--- src/rtl/core/mrf_pkg.sv ---
`timescale 1ns / 1ps
// Shared types, constants and the CRC-16 byte step for the RTU request framer.
// No dependencies.
package mrf_pkg;

    localparam int unsigned FRAME_LEN   = 8;
    localparam int unsigned IDX_W       = $clog2(FRAME_LEN);
    localparam int unsigned QUEUE_DEPTH = 2;

    localparam logic [15:0] CRC_INIT = 16'hFFFF;
    localparam logic [15:0] CRC_POLY = 16'hA001;

    // byte positions inside the frame
    localparam logic [IDX_W-1:0] BYTE_ID     = 3'd0;
    localparam logic [IDX_W-1:0] BYTE_FUNC   = 3'd1;
    localparam logic [IDX_W-1:0] BYTE_ADDR_H = 3'd2;
    localparam logic [IDX_W-1:0] BYTE_ADDR_L = 3'd3;
    localparam logic [IDX_W-1:0] BYTE_DATA_H = 3'd4;
    localparam logic [IDX_W-1:0] BYTE_DATA_L = 3'd5;
    localparam logic [IDX_W-1:0] BYTE_CRC_L  = 3'd6;
    localparam logic [IDX_W-1:0] BYTE_CRC_H  = 3'd7;

    // Modbus function codes
    localparam logic [7:0] FC_WRITE_COIL    = 8'h05;
    localparam logic [7:0] FC_READ_COIL     = 8'h01;
    localparam logic [7:0] FC_WRITE_HOLDING = 8'h06;
    localparam logic [7:0] FC_READ_INPUT    = 8'h04;
    localparam logic [7:0] FC_READ_DISCRETE = 8'h02;

    localparam logic [7:0] COIL_ON = 8'hFF;

    typedef enum logic [2:0] {
        CMD_WRITE_COIL    = 3'd0,
        CMD_READ_COIL     = 3'd1,
        CMD_WRITE_HOLDING = 3'd2,
        CMD_READ_INPUT    = 3'd3,
        CMD_READ_DISCRETE = 3'd4
    } t_cmd;

    // first six bytes of a frame, ready for serialising
    typedef struct packed {
        logic [7:0]  id;
        logic [7:0]  func;
        logic [15:0] addr;
        logic [15:0] data;
    } t_hdr;

    // one byte through the reflected CRC-16, bit by bit
    function automatic logic [15:0] crc_byte(input logic [15:0] crc_in, input logic [7:0] b);
        logic [15:0] c;
        c = crc_in ^ {8'h00, b};
        for (int k = 0; k < 8; k++) begin
            if (c[0]) begin
                c = (c >> 1) ^ CRC_POLY;
            end else begin
                c = c >> 1;
            end
        end
        return c;
    endfunction

endpackage

--- src/rtl/core/mrf_front.sv ---
`timescale 1ns / 1ps
// Front end: accepts a request, decodes the command and builds the frame header.
// Depends on mrf_pkg.
module mrf_front (
    input  logic             i_clk,
    input  logic             i_rst_n,
    input  logic             i_push,
    output logic             o_full,
    input  logic [2:0]       i_command,
    input  logic [7:0]       i_slave_id,
    input  logic [15:0]      i_reg_address,
    input  logic [15:0]      i_write_value,
    output logic             o_hdr_valid,
    output mrf_pkg::t_hdr    o_hdr,
    input  logic             i_hdr_full
);

    logic           r_fv;
    logic           n_fv;
    mrf_pkg::t_hdr  r_hdr;
    mrf_pkg::t_hdr  n_hdr;
    logic           known;
    logic           acc;
    logic           hdr_wr;

    assign hdr_wr = r_fv && !i_hdr_full;
    assign o_full = r_fv && i_hdr_full;
    assign acc    = i_push && !o_full;

    always_comb begin
        known       = 1'b1;
        n_hdr.id    = i_slave_id;
        n_hdr.addr  = i_reg_address;
        n_hdr.func  = mrf_pkg::FC_READ_COIL;
        n_hdr.data  = 16'h0001;
        case (mrf_pkg::t_cmd'(i_command))
            mrf_pkg::CMD_WRITE_COIL: begin
                n_hdr.func = mrf_pkg::FC_WRITE_COIL;
                n_hdr.data = {(|i_write_value) ? mrf_pkg::COIL_ON : 8'h00, 8'h00};
            end
            mrf_pkg::CMD_READ_COIL: begin
                n_hdr.func = mrf_pkg::FC_READ_COIL;
            end
            mrf_pkg::CMD_WRITE_HOLDING: begin
                n_hdr.func = mrf_pkg::FC_WRITE_HOLDING;
                n_hdr.data = i_write_value;
            end
            mrf_pkg::CMD_READ_INPUT: begin
                n_hdr.func = mrf_pkg::FC_READ_INPUT;
            end
            mrf_pkg::CMD_READ_DISCRETE: begin
                n_hdr.func = mrf_pkg::FC_READ_DISCRETE;
            end
            default: begin
                // unknown command: item is swallowed
                known = 1'b0;
            end
        endcase
    end

    always_comb begin
        n_fv = r_fv;
        if (acc) begin
            n_fv = known;
        end else if (hdr_wr) begin
            n_fv = 1'b0;
        end
    end

    always_ff @(posedge i_clk) begin
        if (!i_rst_n) begin
            r_fv <= 1'b0;
        end else begin
            r_fv <= n_fv;
        end
    end

    always_ff @(posedge i_clk) begin
        if (acc) begin
            r_hdr <= n_hdr;
        end
    end

    assign o_hdr_valid = r_fv;
    assign o_hdr       = r_hdr;

endmodule

--- src/rtl/core/mrf_fifo.sv ---
`timescale 1ns / 1ps
// Short header queue between front and back ends, first-word fall-through.
// Depends on mrf_pkg.
module mrf_fifo #(
    parameter int unsigned DEPTH = mrf_pkg::QUEUE_DEPTH
) (
    input  logic           i_clk,
    input  logic           i_rst_n,
    input  logic           i_wr,
    input  mrf_pkg::t_hdr  i_data,
    output logic           o_full,
    input  logic           i_rd,
    output logic           o_nonempty,
    output mrf_pkg::t_hdr  o_data
);

    localparam int unsigned AW = (DEPTH > 1) ? $clog2(DEPTH) : 1;
    localparam int unsigned CW = $clog2(DEPTH + 1);
    localparam logic [AW-1:0] LAST = AW'(DEPTH - 1);

    mrf_pkg::t_hdr  r_mem [DEPTH];
    logic [AW-1:0]  r_wptr;
    logic [AW-1:0]  n_wptr;
    logic [AW-1:0]  r_rptr;
    logic [AW-1:0]  n_rptr;
    logic [CW-1:0]  r_count;
    logic [CW-1:0]  n_count;
    logic           wr;
    logic           rd;

    assign o_full     = (r_count == CW'(DEPTH));
    assign o_nonempty = (r_count != '0);
    assign wr         = i_wr && !o_full;
    assign rd         = i_rd && o_nonempty;
    assign o_data     = r_mem[r_rptr];

    always_comb begin
        n_wptr  = r_wptr;
        n_rptr  = r_rptr;
        if (wr) begin
            n_wptr = (r_wptr == LAST) ? '0 : r_wptr + 1'b1;
        end
        if (rd) begin
            n_rptr = (r_rptr == LAST) ? '0 : r_rptr + 1'b1;
        end
        n_count = r_count + CW'(wr) - CW'(rd);
    end

    always_ff @(posedge i_clk) begin
        if (!i_rst_n) begin
            r_wptr  <= '0;
            r_rptr  <= '0;
            r_count <= '0;
        end else begin
            r_wptr  <= n_wptr;
            r_rptr  <= n_rptr;
            r_count <= n_count;
        end
    end

    always_ff @(posedge i_clk) begin
        if (wr) begin
            r_mem[r_wptr] <= i_data;
        end
    end

`ifndef NO_ASSERTIONS
    a_count_bound: assert property (@(posedge i_clk) disable iff (!i_rst_n)
        r_count <= CW'(DEPTH))
        else $error("header queue count above depth");
    a_ptr_gap: assert property (@(posedge i_clk) disable iff (!i_rst_n)
        (r_count == '0 || r_count == CW'(DEPTH)) |-> (r_wptr == r_rptr))
        else $error("header queue pointers disagree with count");
    a_count_step: assert property (@(posedge i_clk) disable iff (!i_rst_n)
        (wr && !rd) |=> (r_count == $past(r_count) + 1'b1))
        else $error("header queue count missed a write");
`endif

endmodule

--- src/rtl/core/mrf_back.sv ---
`timescale 1ns / 1ps
// Back end: serialises a header into eight bytes and appends the CRC-16.
// Depends on mrf_pkg.
module mrf_back (
    input  logic           i_clk,
    input  logic           i_rst_n,
    input  logic           i_hdr_nonempty,
    input  mrf_pkg::t_hdr  i_hdr,
    output logic           o_hdr_rd,
    output logic           empty,
    input  logic           pop,
    output logic [7:0]     o_frame_byte,
    output logic           o_last_byte
);

    localparam int unsigned IW = mrf_pkg::IDX_W;

    mrf_pkg::t_hdr   r_hdr;
    logic            r_busy;
    logic            n_busy;
    logic [IW-1:0]   r_idx;
    logic [IW-1:0]   n_idx;
    logic [15:0]     r_crc;
    logic [15:0]     n_crc;
    logic            r_ov;
    logic            n_ov;
    logic [7:0]      r_ob;
    logic [7:0]      n_ob;
    logic            r_ol;
    logic            n_ol;
    logic            adv;
    logic            emit;
    logic            at_end;
    logic            load;
    logic [7:0]      cur_byte;

    assign adv      = !r_ov || pop;
    assign emit     = adv && r_busy;
    assign at_end   = (r_idx == mrf_pkg::BYTE_CRC_H);
    assign load     = i_hdr_nonempty && (!r_busy || (emit && at_end));
    assign o_hdr_rd = load;

    always_comb begin
        case (r_idx)
            mrf_pkg::BYTE_ID:     cur_byte = r_hdr.id;
            mrf_pkg::BYTE_FUNC:   cur_byte = r_hdr.func;
            mrf_pkg::BYTE_ADDR_H: cur_byte = r_hdr.addr[15:8];
            mrf_pkg::BYTE_ADDR_L: cur_byte = r_hdr.addr[7:0];
            mrf_pkg::BYTE_DATA_H: cur_byte = r_hdr.data[15:8];
            mrf_pkg::BYTE_DATA_L: cur_byte = r_hdr.data[7:0];
            mrf_pkg::BYTE_CRC_L:  cur_byte = r_crc[7:0];
            mrf_pkg::BYTE_CRC_H:  cur_byte = r_crc[15:8];
            default:              cur_byte = r_crc[15:8];
        endcase
    end

    always_comb begin
        n_busy = r_busy;
        n_idx  = r_idx;
        n_crc  = r_crc;
        n_ov   = r_ov;
        n_ob   = r_ob;
        n_ol   = r_ol;
        if (adv) begin
            n_ov = emit;
        end
        if (emit) begin
            n_ob  = cur_byte;
            n_ol  = at_end;
            n_idx = r_idx + 1'b1;
            // CRC runs over the six header bytes only
            if (r_idx < mrf_pkg::BYTE_CRC_L) begin
                n_crc = mrf_pkg::crc_byte(r_crc, cur_byte);
            end
            if (at_end) begin
                n_busy = 1'b0;
            end
        end
        if (load) begin
            n_busy = 1'b1;
            n_idx  = '0;
            n_crc  = mrf_pkg::CRC_INIT;
        end
    end

    always_ff @(posedge i_clk) begin
        if (!i_rst_n) begin
            r_busy <= 1'b0;
            r_idx  <= '0;
            r_ov   <= 1'b0;
        end else begin
            r_busy <= n_busy;
            r_idx  <= n_idx;
            r_ov   <= n_ov;
        end
    end

    always_ff @(posedge i_clk) begin
        r_crc <= n_crc;
        r_ob  <= n_ob;
        r_ol  <= n_ol;
        if (load) begin
            r_hdr <= i_hdr;
        end
    end

    assign empty        = !r_ov;
    assign o_frame_byte = r_ob;
    assign o_last_byte  = r_ol;

`ifndef NO_ASSERTIONS
    a_idle_idx: assert property (@(posedge i_clk) disable iff (!i_rst_n)
        !r_busy |-> (r_idx == '0))
        else $error("byte index not parked while idle");
    a_last_pos: assert property (@(posedge i_clk) disable iff (!i_rst_n)
        emit |=> (r_ol == ($past(r_idx) == mrf_pkg::BYTE_CRC_H)))
        else $error("last marker on wrong byte");
    a_no_load_mid: assert property (@(posedge i_clk) disable iff (!i_rst_n)
        (r_busy && !(emit && at_end)) |-> !o_hdr_rd)
        else $error("header taken in the middle of a frame");
`endif

endmodule

--- src/rtl/core/modbus_rtu_request_framer_top.sv ---
`timescale 1ns / 1ps
// Top level of the Modbus RTU request framer: front end, header queue, back end.
// Depends on mrf_pkg, mrf_front, mrf_fifo and mrf_back.
//
//  channel   handshake          payload
//  request   push / full        i_command, i_slave_id, i_reg_address, i_write_value
//  frame     empty / pop        o_frame_byte, o_last_byte
//
// Each request gives eight bytes, one per cycle while pop is held; the byte
// serialiser folds one header byte a cycle into the CRC unless stalled.
// A request passes the front-end, queue and back-end header registers. Unknown
// commands are taken and dropped. Synchronous active-low reset empties every
// stage. A stalled output takes requests until the queue and front end are full.
module modbus_rtu_request_framer_top #(
    parameter int unsigned QUEUE_DEPTH = mrf_pkg::QUEUE_DEPTH
) (
    input  logic        i_clk,
    input  logic        i_rst_n,
    input  logic        push,
    output logic        full,
    input  logic [2:0]  i_command,
    input  logic [7:0]  i_slave_id,
    input  logic [15:0] i_reg_address,
    input  logic [15:0] i_write_value,
    output logic        empty,
    input  logic        pop,
    output logic [7:0]  o_frame_byte,
    output logic        o_last_byte
);

    logic           f_valid;
    mrf_pkg::t_hdr  f_hdr;
    logic           q_full;
    logic           q_rd;
    logic           q_nonempty;
    mrf_pkg::t_hdr  q_hdr;

    mrf_front u_front (
        .i_clk         (i_clk),
        .i_rst_n       (i_rst_n),
        .i_push        (push),
        .o_full        (full),
        .i_command     (i_command),
        .i_slave_id    (i_slave_id),
        .i_reg_address (i_reg_address),
        .i_write_value (i_write_value),
        .o_hdr_valid   (f_valid),
        .o_hdr         (f_hdr),
        .i_hdr_full    (q_full)
    );

    mrf_fifo #(
        .DEPTH (QUEUE_DEPTH)
    ) u_fifo (
        .i_clk      (i_clk),
        .i_rst_n    (i_rst_n),
        .i_wr       (f_valid),
        .i_data     (f_hdr),
        .o_full     (q_full),
        .i_rd       (q_rd),
        .o_nonempty (q_nonempty),
        .o_data     (q_hdr)
    );

    mrf_back u_back (
        .i_clk          (i_clk),
        .i_rst_n        (i_rst_n),
        .i_hdr_nonempty (q_nonempty),
        .i_hdr          (q_hdr),
        .o_hdr_rd       (q_rd),
        .empty          (empty),
        .pop            (pop),
        .o_frame_byte   (o_frame_byte),
        .o_last_byte    (o_last_byte)
    );

endmodule
--- config.mk ---
export PLATFORM = sky130hd
export DESIGN_NAME = modbus_rtu_request_framer_top
export DESIGN_NICKNAME = d
export VERILOG_FILES = /design/src/rtl/core/mrf_pkg.sv /design/src/rtl/core/mrf_front.sv /design/src/rtl/core/mrf_fifo.sv /design/src/rtl/core/mrf_back.sv /design/src/rtl/core/modbus_rtu_request_framer_top.sv
export SDC_FILE = /design/constraint.sdc
export NUM_CORES = 1
export LEC_CHECK = 0
export ABC_AREA = 1
export BUFFER_PORTS_ARGS = -buffer_cell sky130_fd_sc_hd__buf_2
export CELL_PAD_IN_SITES_DETAIL_PLACEMENT = 1
export CELL_PAD_IN_SITES_GLOBAL_PLACEMENT = 2
export CORE_MARGIN = 4
export CORE_UTILIZATION = 44
export DETAILED_ROUTE_END_ITERATION = 16
export HOLD_SLACK_MARGIN = 0.06
export PLACE_DENSITY_LB_ADDON = 0.08
export SLEW_MARGIN = 20
export SYNTH_ARGS = -nofsm -noshare
export SYNTH_HDL_FRONTEND = slang
export SYNTH_SLANG_ARGS = --single-unit
--- constraint.sdc ---
create_clock -name i_clk -period 7.79 [get_ports i_clk]
set_input_delay 0.779 -clock i_clk [delete_from_list [all_inputs] [get_ports i_clk]]
set_output_delay 0.779 -clock i_clk [all_outputs]
set_load 0.03 [all_outputs]
==> results of run 1 <==
-- worst min-delay path by stage --
stage,cells after the start,start,endpoint,slack (ns)
after global routing,1,i_slave_id[0],u_front.o_hdr[40]$_DFFE_PP_,0.43
final,0,u_front.o_hdr[2]$_DFFE_PP_,u_fifo.r_mem[1][2]$_DFFE_PP_,0.44
after detailed placement,0,u_front.o_hdr[2]$_DFFE_PP_,u_fifo.r_mem[1][2]$_DFFE_PP_,0.43
after global placement,0,u_front.o_hdr[44]$_DFFE_PP_,u_fifo.r_mem[1][39]$_DFFE_PP_,0.42
after floorplan,0,u_front.o_hdr[0]$_DFFE_PP_,u_fifo.r_mem[0][0]$_DFFE_PP_,0.42
after CTS,1,i_slave_id[0],u_front.o_hdr[40]$_DFFE_PP_,0.43
-- power by group --
group | leakage [nW] | switching, W | internal (W)
combinational | 1.68 | 0.000741 | 0.000300
clock | 0.380 | 0.000417 | 0.000705
sequential | 1.92 | 0.0000942 | 0.00149
-- registers in the layout, summed over array words and instances, names as in the netlist --
signal and count:
u_fifo.r_rptr 1, u_front.o_hdr 43, u_back.r_hdr 43, u_fifo.r_wptr 1, u_back.r_idx 3, u_back.o_last_byte 1
u_back.r_crc 16, u_fifo.r_count 2, u_back.r_busy 1, u_front.o_hdr_valid 1, u_fifo.r_mem 86, u_back.r_ov 1
u_back.o_frame_byte 8
-- layout make-up --
class                           count  share of cell area
Sequential cell                   207               0.613
Multi-Input combinational cell    438               0.220
Clock buffer                       26              0.0604
Timing Repair Buffer               62              0.0332
Tap cell                          234              0.0301
Inverter                           58              0.0228
Clock inverter                     15              0.0206
-- cells by family after synthesis --
family / after synthesis / synth area share
adders and majority gates: 8 / 0.0119
buffers and inverters: 81 / 0.0419
AOI/OAI and AO/OA: 48 / 0.0342
and+or+nand+nor: 380 / 0.202
xor gates and xnor gates: 2 / 0.00208
DFF: 207 / 0.708
-- through the flow --
step / cells / utilization / hold WS (ns) / instance area (sq um) / worst slack, ns
floorplan: 726 / - / 0.421 / 8420 / 3.14
global placement: 999 / 0.476 / 0.422 / 8930 / 4.42
detailed placement: 999 / 0.476 / 0.432 / 8930 / 4.21
CTS: 1040 / 0.518 / 0.434 / 9710 / 4.20
global route: 1040 / 0.518 / 0.429 / 9710 / 3.91
finish: 1040 / 0.518 / 0.441 / 9710 / 4.22
-- placed cells by master, fill, tap and decap left out, types with 17 or more instances in the layout --
master | synthesis | layout
inv_1 | 55 | 54
a21oi_1 | 18 | 17
edfxtp_1 | 181 | 181
dfxtp_1 | 26 | 26
nand3_1 | 58 | 58
buf_2 | 4 | 57
nand2_1 | 237 | 237
nor2_1 | 29 | 27
nand2_2 | 25 | 25
clkbuf_16 | 0 | 23
-- worst max-delay path: stages, from the launching register on --
cell and delay (ns):
dfxtp_1 0.95, ha_1 0.50, a21oi_1 0.18, a21oi_4 0.42, buf_4 0.48, ha_1 0.31, inv_1 0.06, ha_1 0.14
xor2_1 0.19, o21ai_0 0.10, a21oi_1 0.12
-- per-layer routing --
metal / wire (microns) / global-route usage / vias up
li1: - / - / 2577
met1: 8020 / 0.230 / 2541
met2: 9020 / 0.298 / 106
met3: 765 / 0.0304 / 39
met4: 663 / 0.0640 / 0
met5: 0 / 0 / -
==> metrics.md, run 1 <==
| Metric | Value |
|---|---|
| DRT iter0 DRCs | 346 |
| Tcrit/Tclk final | 0.459 |
| Die Wd | 146 microns |
| H-tree Lvls | 1 |
| Critical R2R Capture | u_fifo.r_count[1]$_SDFF_PN0_ |
| Status | completed |
| Post-synth EDFFs | 181 |
| TNS Setup | 0 ns |
| Most common cell in the netlist | nand2_1 |
| RSZ-0062 raised after global routing | no |
| Clock Sinks | 207 |
| VDD IR-drop max | 184 uV |
| Initial antenna violation count | 0 |
| Seq cells post-synth | 207 |
| Postcts setup bufs | 0 |
| Worst hold-check path type | reg2reg |
| Vias | 5263 |
| Post-synth top cells | 237 x nand2_1, 181 x edfxtp_1, 58 x nand3_1 |
| Top FF cell, synth | edfxtp_1 |
| Layout fillers | 1998 |
| Total power | 0.00375 W |
| Post-CTS sizing | 0 |
| Critical Path Source | u_back.r_idx[2]$_SDFFE_PP0P_ |
| Fmax | 280 MHz |
| Final Skew | 0.00652 ns |
| Ant. Diodes | 0 |
| Grt ovf | 0 |
| Largest net degree at the start of global routing | 46 |
| Initial Util | 0.448 |
| Yosys warning total | 0 |
| Routed wire length | 18500 microns |
| Nets | 845 |
| Final worst path period need | 3.57 ns |
| Global-route wire length before repair | 30000 microns |
| Worst Tran Pin Value | 0.962 ns |
| Area occupied by multi-input gates | 2130 sq um |
| Post-route ant nets | 0 |
| CTS Buf Count | 23 |
| Netlist Area Pre-Place | 8420 sq um |
| Worst R2R Start | u_back.r_idx[2]$_SDFFE_PP0P_ |
| Final setup violation count | 0 |
| P&R area growth vs syn | 15.4% |
| Core area | 18800 sq um |
| Longest Clk Path Bufs | 3 |
| Ys async rst share | 0 |
| Cell accounting for the most synthesized area | edfxtp_1 |
| Cts hold-fix bufs | 0 |
| Crit Path Max Fanout | 34 |
| Post-synth cell types | 33 |
| Number of detailed-route iterations in the first pass | 4 |
| Site Rows | 50 |
| DRC | 0 |
| Max Cap Viol | 0 |
| Seq/Total Area, Yosys | 0.708 |
| Storage cell area | 5960 sq um |
| CTS tree | built |
| Largest cells by area after synthesis | edfxtp_1 65%, nand2_1 11%, dfxtp_1 6.2% |
| Static leakage | 3.98 nW |
| Synthesized instance count | 726 |
| Total GRT Usage | 0.176 |
| Drt wl/cell | 17.8 microns |
| Routability cong. | 0.820 |
| Nature of the critical path startpoint | flip-flop |
| Crit end category | flip-flop |
| Clock Pin Slew Worst Setup and Hold Paths | 0.06 ns |
| Syn_nets | 781 |
| Max-slew violation count | 0 |
| Fin. Hold Viols | 0 |
| Detail Placement HPWL | 12800 microns |
| Layout cells sized above 1 | 0.186 |
| Slew HR | 0.358 |
| Vias in the first global route | 5684 |
| Crit path arrival time | 4.00 ns |
| R2R setup slack | 4.22 ns |
| Clk Tree Root Cell | clkbuf_16 |
| Ports | 58 |
| Worst R2R Path Depth | 10 |
| Data required time of the worst path | 8.21 ns |
| Post-synthesis average cell area | 11.6 sq um |
| Crit path to | u_fifo.r_count[1]$_SDFF_PN0_ |
| Via-to-Cell Ratio | 5.06 |
| Cell Pwr Density | 386 nW/um^2 |
| Port buffer count | 57 |
| Critical path class | reg2reg |
| DIE AREA | 21400 sq um |
| Synth top area share | 0.646 |
| Die Ht | 146 microns |
| Skew-Pair Late Insertion Delay | 0.49 ns |
(Power assumes the default switching activity.)
==> run 2, diff against run 1 <==
Settings changed: CORE_UTILIZATION 44 to 41.
Clock period 7.79 ns to 3.4 ns, I/O delays scaled along.
==> metrics.md, run 2 (synthesis gave the netlist of run 1 again) <==
| Metric | Value |
|---|---|
| Number of detailed-route iterations in the first pass | 4 (unchanged) |
| Final cell count without fillers | 1100 (was 1040) |
| Vias in the first global route | 5797 (was 5684) |
| Ports | 58 (unchanged) |
| DRT iter0 DRCs | 205 (was 346) |
| Global-route wire length before repair | 30900 microns (was 30000 microns) |
| Fin. Hold Viols | 0 (unchanged) |
| Port buffer count | 57 (unchanged) |
| Vias | 5343 (was 5263) |
| Total power | 0.00831 W (was 0.00375 W) |
| Max-slew violation count | 0 (unchanged) |
| TNS Setup | 0 ns (unchanged) |
| DIE AREA | 22900 sq um (was 21400 sq um) |
| Worst path bufs/invs | 2 (unchanged) |
| Site Rows | 52 (was 50) |
| Static leakage | 4.05 nW (was 3.98 nW) |
| Longest Clk Path Bufs | 3 (unchanged) |
| CP most frequent cell | nand2_1 (was ha_1) |
| Worst hold-check path type | in2reg (was reg2reg) |
| Sw Share | 0.346 (was 0.334) |
| Post-route ant nets | 0 (unchanged) |
| Detail Placement HPWL | 13100 microns (was 12800 microns) |
| Routability cong. | 0.856 (was 0.820) |
| CTS tree | built (unchanged) |
| Fmax | 355 MHz (was 280 MHz) |
| Max Cap Viol | 0 (unchanged) |
| Crit Path Max Fanout | 13 (was 34) |
| Status | completed (unchanged) |
| Crit-path slowest cell | dfxtp_1 (unchanged) |
| Postcts setup bufs | 0 (unchanged) |
| Largest register by flop count | u_fifo.r_mem (unchanged) |
| Cell Pwr Density | 839 nW/um^2 (was 386 nW/um^2) |
| Drt wl/cell | 17.4 microns (was 17.8 microns) |
| Net Sw Power | 0.00287 W (was 0.00125 W) |
| Final Skew | 0.0123 ns (was 0.00652 ns) |
| Crit end category | flip-flop (unchanged) |
| Slew HR | 0.536 (was 0.358) |
| Largest net degree at the start of global routing | 47 (was 46) |
| Critical path class | reg2reg (unchanged) |
| Via-to-Cell Ratio | 4.86 (was 5.06) |
| Tcrit/Tclk final | 0.828 (was 0.459) |
| Data required time of the worst path | 3.77 ns (was 8.21 ns) |
| Commonest cells after routing, fill and taps aside | 237 x nand2_1, 181 x edfxtp_1, 58 x nand3_1 (unchanged) |
| Critical path's largest stage delay | 0.48 ns (was 0.95 ns) |
| Core area | 20200 sq um (was 18800 sq um) |
| Clock Sinks | 207 (unchanged) |
| Final worst path period need | 2.81 ns (was 3.57 ns) |
| Crit path cell chain | inv_1 > ha_1 > nor2_4 > nand2_4 > inv_1 > nor2_1 > nand2_1 > nand2_4 > nand2_1 > nand2_1 > nand2_1 > nand2_2 > nand2_1 > nand2_1 > nand2_2 > nand3_1 > nand3_1 > o211ai_1 (was ha_1 > a21oi_1 > a21oi_4 > buf_4 > ha_1 > inv_1 > ha_1 > xor2_1 > o21ai_0 > a21oi_1) |
| Layout fillers | 2178 (was 1998) |
| Nets | 873 (was 845) |
| H-tree Lvls | 1 (unchanged) |
| Logic pwr share | 0.295 (was 0.278) |
| Clk Tree Root Cell | clkbuf_16 (unchanged) |
| Commonest non-fill, non-tap cell in the layout | nand2_1 (unchanged) |
| Final hold slack | 0.158 ns (was 0.441 ns) |
| Final setup violation count | 0 (unchanged) |
| Initial antenna violation count | 0 (unchanged) |
| CTS Buf Count | 22 (was 23) |
| Internal Pwr Total | 0.00544 W (was 0.00249 W) |
| Routed wire length | 19100 microns (was 18500 microns) |
| P&R area growth vs syn | 17.7% (was 15.4%) |
| Total GRT Usage | 0.175 (was 0.176) |
| Max reg flops | 86 (unchanged) |
| Critical path's top delay family | simple AND/OR/NAND/NOR gates (was adder cells) |
| Ant. Diodes | 0 (unchanged) |
| Nature of the critical path startpoint | flip-flop (unchanged) |
| Die Wd | 151 microns (was 146 microns) |
| Layout cells sized above 1 | 0.180 (was 0.186) |
| RSZ-0062 raised after global routing | no (unchanged) |
| VDD IR-drop max | 395 uV (was 184 uV) |
| Die Ht | 151 microns (was 146 microns) |
| Placed Cells | 1040 (was 999) |
| Sequential Power Share | 0.439 (was 0.423) |
| Grt ovf | 0 (unchanged) |
| DRC | 0 (unchanged) |
| Clock Pin Slew Worst Setup and Hold Paths | 0.06 ns (about the same) |
| Worst Tran Pin Value | 0.688 ns (was 0.962 ns) |
| Clock network fraction of design power | 0.266 (was 0.299) |
| Initial Util | 0.416 (was 0.448) |
| Skew-Pair Late Insertion Delay | 0.50 ns (was 0.49 ns) |
| Crit path arrival time | 3.18 ns (was 4.00 ns) |
## run 2: what timing repair did
action,in CTS,in global routing
endpoints found under the hold margin,24,0
setup endpoints to repair,0,0
gates resized for setup,0,0
hold buffers,24,0
## run 2: worst paths after layout
| kind | start | cells after the start | slack [ns] | end |
|---|---|---|---|---|
| setup / recovery | u_back.r_idx[1]$_SDFFE_PP0P_ | 18 | 0.59 | u_back.r_crc[15]$_SDFFE_PP1P_ |
| hold / removal | i_write_value[13] | 3 | 0.16 | u_front.o_hdr[13]$_DFFE_PP_ |
| setup reg to reg | u_back.r_idx[1]$_SDFFE_PP0P_ | 18 | 0.59 | u_back.r_crc[15]$_SDFFE_PP1P_ |
| hold reg to reg | u_front.o_hdr[18]$_DFFE_PP_ | 0 | 0.44 | u_fifo.r_mem[0][18]$_DFFE_PP_ |
## run 2: layout make-up
cell class / instances / area [sq um] / share of cell area
Clock inverter: 9 / 68.8 / 0.00695
Clock buffer: 27 / 591 / 0.0596
Inverter: 58 / 220 / 0.0222
Tap cell: 270 / 338 / 0.0341
Timing Repair Buffer: 91 / 601 / 0.0606
Multi-Input combinational cell: 438 / 2130 / 0.215
Sequential cell: 207 / 5960 / 0.601
## run 2: per-layer routing
layer,wire [microns],GRT usage
met1,8330,0.228
met2,9570,0.301
met3,693,0.0263
met4,498,0.0549
met5,0,0
## run 2: metrics by stage
stage,utilization,cell area (sq um),setup WS (ns)
2_1_floorplan,-,8420,0.0135
3_3_place_gp,0.445,9010,0.818
3_5_place_dp,0.445,9010,0.662
4_1_cts,0.490,9910,0.597
5_1_grt,0.490,9910,0.308
6_report,0.490,9910,0.585
## run 2: worst min-delay path: stages
cell	delay [ns]
buf_2	0.09
nand3_1	0.06
nand2_1	0.06
## run 2: power by group through the flow
stage | Sequential (W) | Clock (W) | Combinational [W]
2_1_floorplan | 0.00369 | 0 | 0.00168
3_3_place_gp | 0.00369 | 0 | 0.00232
3_5_place_dp | 0.00371 | 0 | 0.00245
4_1_cts | 0.00366 | 0.00229 | 0.00251
5_1_grt | 0.00369 | 0.00239 | 0.00277
6_report | 0.00365 | 0.00221 | 0.00245
==> run 3, diff against run 2 <==
Settings changed: CORE_UTILIZATION 41 to 37.
Clock period 3.4 ns to 2.4 ns, I/O delays scaled along.
==> metrics.md, run 3 (synthesis gave the netlist of run 1 again) <==
| Metric | Value |
|---|---|
| Vias in the first global route | 6084 (was 5797) |
| Final cell count without fillers | 1174 (was 1100) |
| Critical R2R Capture | u_back.r_crc[0]$_SDFFE_PP1P_ (was u_back.r_crc[15]$_SDFFE_PP1P_) |
| Detail Placement HPWL | 13100 microns (about the same) |
| Post-route core utilization | 0.488 (was 0.490) |
| Via-to-Cell Ratio | 4.79 (was 4.86) |
| Port buffer count | 57 (unchanged) |
| Skew-Pair Late Insertion Delay | 0.50 ns (about the same) |
| Max Cap Viol | 0 (unchanged) |
| CTS Buf Count | 24 (was 22) |
| Vias | 5619 (was 5343) |
| Initial antenna violation count | 0 (unchanged) |
| Critical Path Source | u_back.r_idx[1]$_SDFFE_PP0P_ (unchanged) |
| Critical path class | reg2reg (unchanged) |
| Initial Util | 0.381 (was 0.416) |
| RSZ-0062 raised after global routing | yes (was no) |
| Die Wd | 159 microns (was 151 microns) |
| Max-slew violation count | 0 (unchanged) |
| Data required time of the worst path | 2.79 ns (was 3.77 ns) |
| Drt wl/cell | 16.9 microns (was 17.4 microns) |
| Crit path to | u_back.r_crc[0]$_SDFFE_PP1P_ (was u_back.r_crc[15]$_SDFFE_PP1P_) |
| Status | completed (unchanged) |
| Ports | 58 (unchanged) |
| Worst R2R Path Depth | 20 (was 18) |
| Largest net degree at the start of global routing | 46 (was 47) |
| Nature of the critical path startpoint | flip-flop (unchanged) |
| Total GRT Usage | 0.157 (was 0.175) |
| Worst setup margin | 0.0120 ns (was 0.585 ns) |
| Crit Path Max Fanout | 6 (was 13) |
| H-tree Lvls | 1 (unchanged) |
| Routability cong. | 0.787 (was 0.856) |
| Largest register by flop count | u_fifo.r_mem (unchanged) |
| CTS tree | built (unchanged) |
| DRT iter0 DRCs | 235 (was 205) |
| Worst R2R Start | u_back.r_idx[1]$_SDFFE_PP0P_ (unchanged) |
| Global-route wire length before repair | 32300 microns (was 30900 microns) |
| Layout cells sized above 1 | 0.282 (was 0.180) |
| Number of detailed-route iterations in the first pass | 4 (unchanged) |
| Cell Pwr Density | 1200 nW/um^2 (was 839 nW/um^2) |
| Fin. Hold Viols | 0 (unchanged) |
| R2R setup slack | 0.01 ns (was 0.59 ns) |
| Final setup violation count | 0 (unchanged) |
| Tcrit/Tclk final | 0.995 (was 0.828) |
| Slew HR | 0.500 (was 0.536) |
| Ant. Diodes | 0 (unchanged) |
| Max reg flops | 86 (unchanged) |
| P&R area growth vs syn | 28.2% (was 17.7%) |
| Crit end category | flip-flop (unchanged) |
| Nets | 931 (was 873) |
| DIE AREA | 25200 sq um (was 22900 sq um) |
| Die Ht | 159 microns (was 151 microns) |
| Commonest cells after routing, fill and taps aside | 211 x nand2_1, 181 x edfxtp_1, 57 x buf_2 (was 237 x nand2_1, 181 x edfxtp_1, 58 x nand3_1) |
| Placed Cells | 1077 (was 1040) |
| Final hold slack | 0.0838 ns (was 0.158 ns) |
| Worst hold-check path type | in2reg (unchanged) |
| Worst Tran Pin Value | 0.742 ns (was 0.688 ns) |
| Pre-CTS setup slack | -0.158 ns (was 0.662 ns) |
| Clk Tree Root Cell | clkbuf_16 (unchanged) |
| Site Rows | 54 (was 52) |
| Final worst path period need | 2.39 ns (was 2.81 ns) |
| VDD IR-drop max | 478 uV (was 395 uV) |
| Crit path arrival time | 2.78 ns (was 3.18 ns) |
| Longest Clk Path Bufs | 3 (unchanged) |
| Grt ovf | 0 (unchanged) |
| Clock Sinks | 207 (unchanged) |
| Routed wire length | 19800 microns (was 19100 microns) |
| DRC | 0 (unchanged) |
| Clock Pin Slew Worst Setup and Hold Paths | 0.06 ns (about the same) |
| Core area | 22100 sq um (was 20200 sq um) |
| Static leakage | 4.44 nW (was 4.05 nW) |
| Post-route ant nets | 0 (unchanged) |
| Commonest non-fill, non-tap cell in the layout | nand2_1 (unchanged) |
| Final Skew | 0.0156 ns (was 0.0123 ns) |
| Fmax | 419 MHz (was 355 MHz) |
## run 3: power by group
group,internal [W],leakage [nW],switching (W)
Combinational,0.00169,2.17,0.00277
Sequential,0.00484,1.92,0.000353
Clock,0.00195,0.355,0.00136
Total,0.00847,4.44,0.00448
## run 3: layer usage
metal	GRT usage	wire length [microns]
met5	0	0
met3	0.0236	690
met4	0.0414	350
met1	0.204	8770
met2	0.277	10000
## run 3: worst max-delay path, cell delays in order (launching register included)
cell and delay (ns):
dfxtp_4 0.37, buf_12 0.13, ha_4 0.17, ha_4 0.21, buf_6 0.15, nand2_4 0.07, nand3_4 0.07, nor2_4 0.10
nand2_2 0.08, nand2_2 0.09, nand2_2 0.07, nand2_4 0.08, nand2_2 0.07, nand2_4 0.09, nand2_2 0.06, nand2_2 0.06
nand2_2 0.09, nand3_1 0.12, nand3_2 0.09, nand3_2 0.08, nand2_2 0.05
## run 3: through the flow
| step | area [sq um] | setup TNS (ns) | total power (W) |
|---|---|---|---|
| floorplan | 8490 | -0.313 | 0.00765 |
| global placement | 9290 | -0.321 | 0.00897 |
| detailed placement | 9290 | -0.642 | 0.00912 |
| CTS | 10500 | 0 | 0.0126 |
| global route | 10800 | -0.582 | 0.0138 |
| finish | 10800 | 0 | 0.0130 |
## run 3: worst min-delay path by stage
stage,cells past startpoint,to,slack [ns],start
CTS,3,u_front.o_hdr[6]$_DFFE_PP_,0.06,i_write_value[6]
floorplan,2,u_fifo.r_count[0]$_SDFF_PN0_,0.34,i_rst_n
detailed placement,1,u_front.o_hdr[24]$_DFFE_PP_,0.42,i_reg_address[8]
global placement,1,u_front.o_hdr[19]$_DFFE_PP_,0.42,i_reg_address[3]
finish,3,u_front.o_hdr[11]$_DFFE_PP_,0.08,i_write_value[11]
global route,3,u_front.o_hdr[7]$_DFFE_PP_,0.08,i_write_value[7]
## run 3: repair_timing
item                       CTS  global route
gates resized for setup     12            63
gates cloned                 0             0
buffers inserted             6             9
hold buffers                38             0
setup endpoints to repair   11            38
pin swaps                    9            45
hold endpoints to repair    42             0
## run 3: cell type report
cell class	count	area (sq um)
clock buffers	36	677
clock inverters	8	42.5
fillers	2349	11300
inverters	58	223
multi-input cells	438	2420
flip-flops and latches	207	5960
well taps	280	350
repair buffers	147	1110
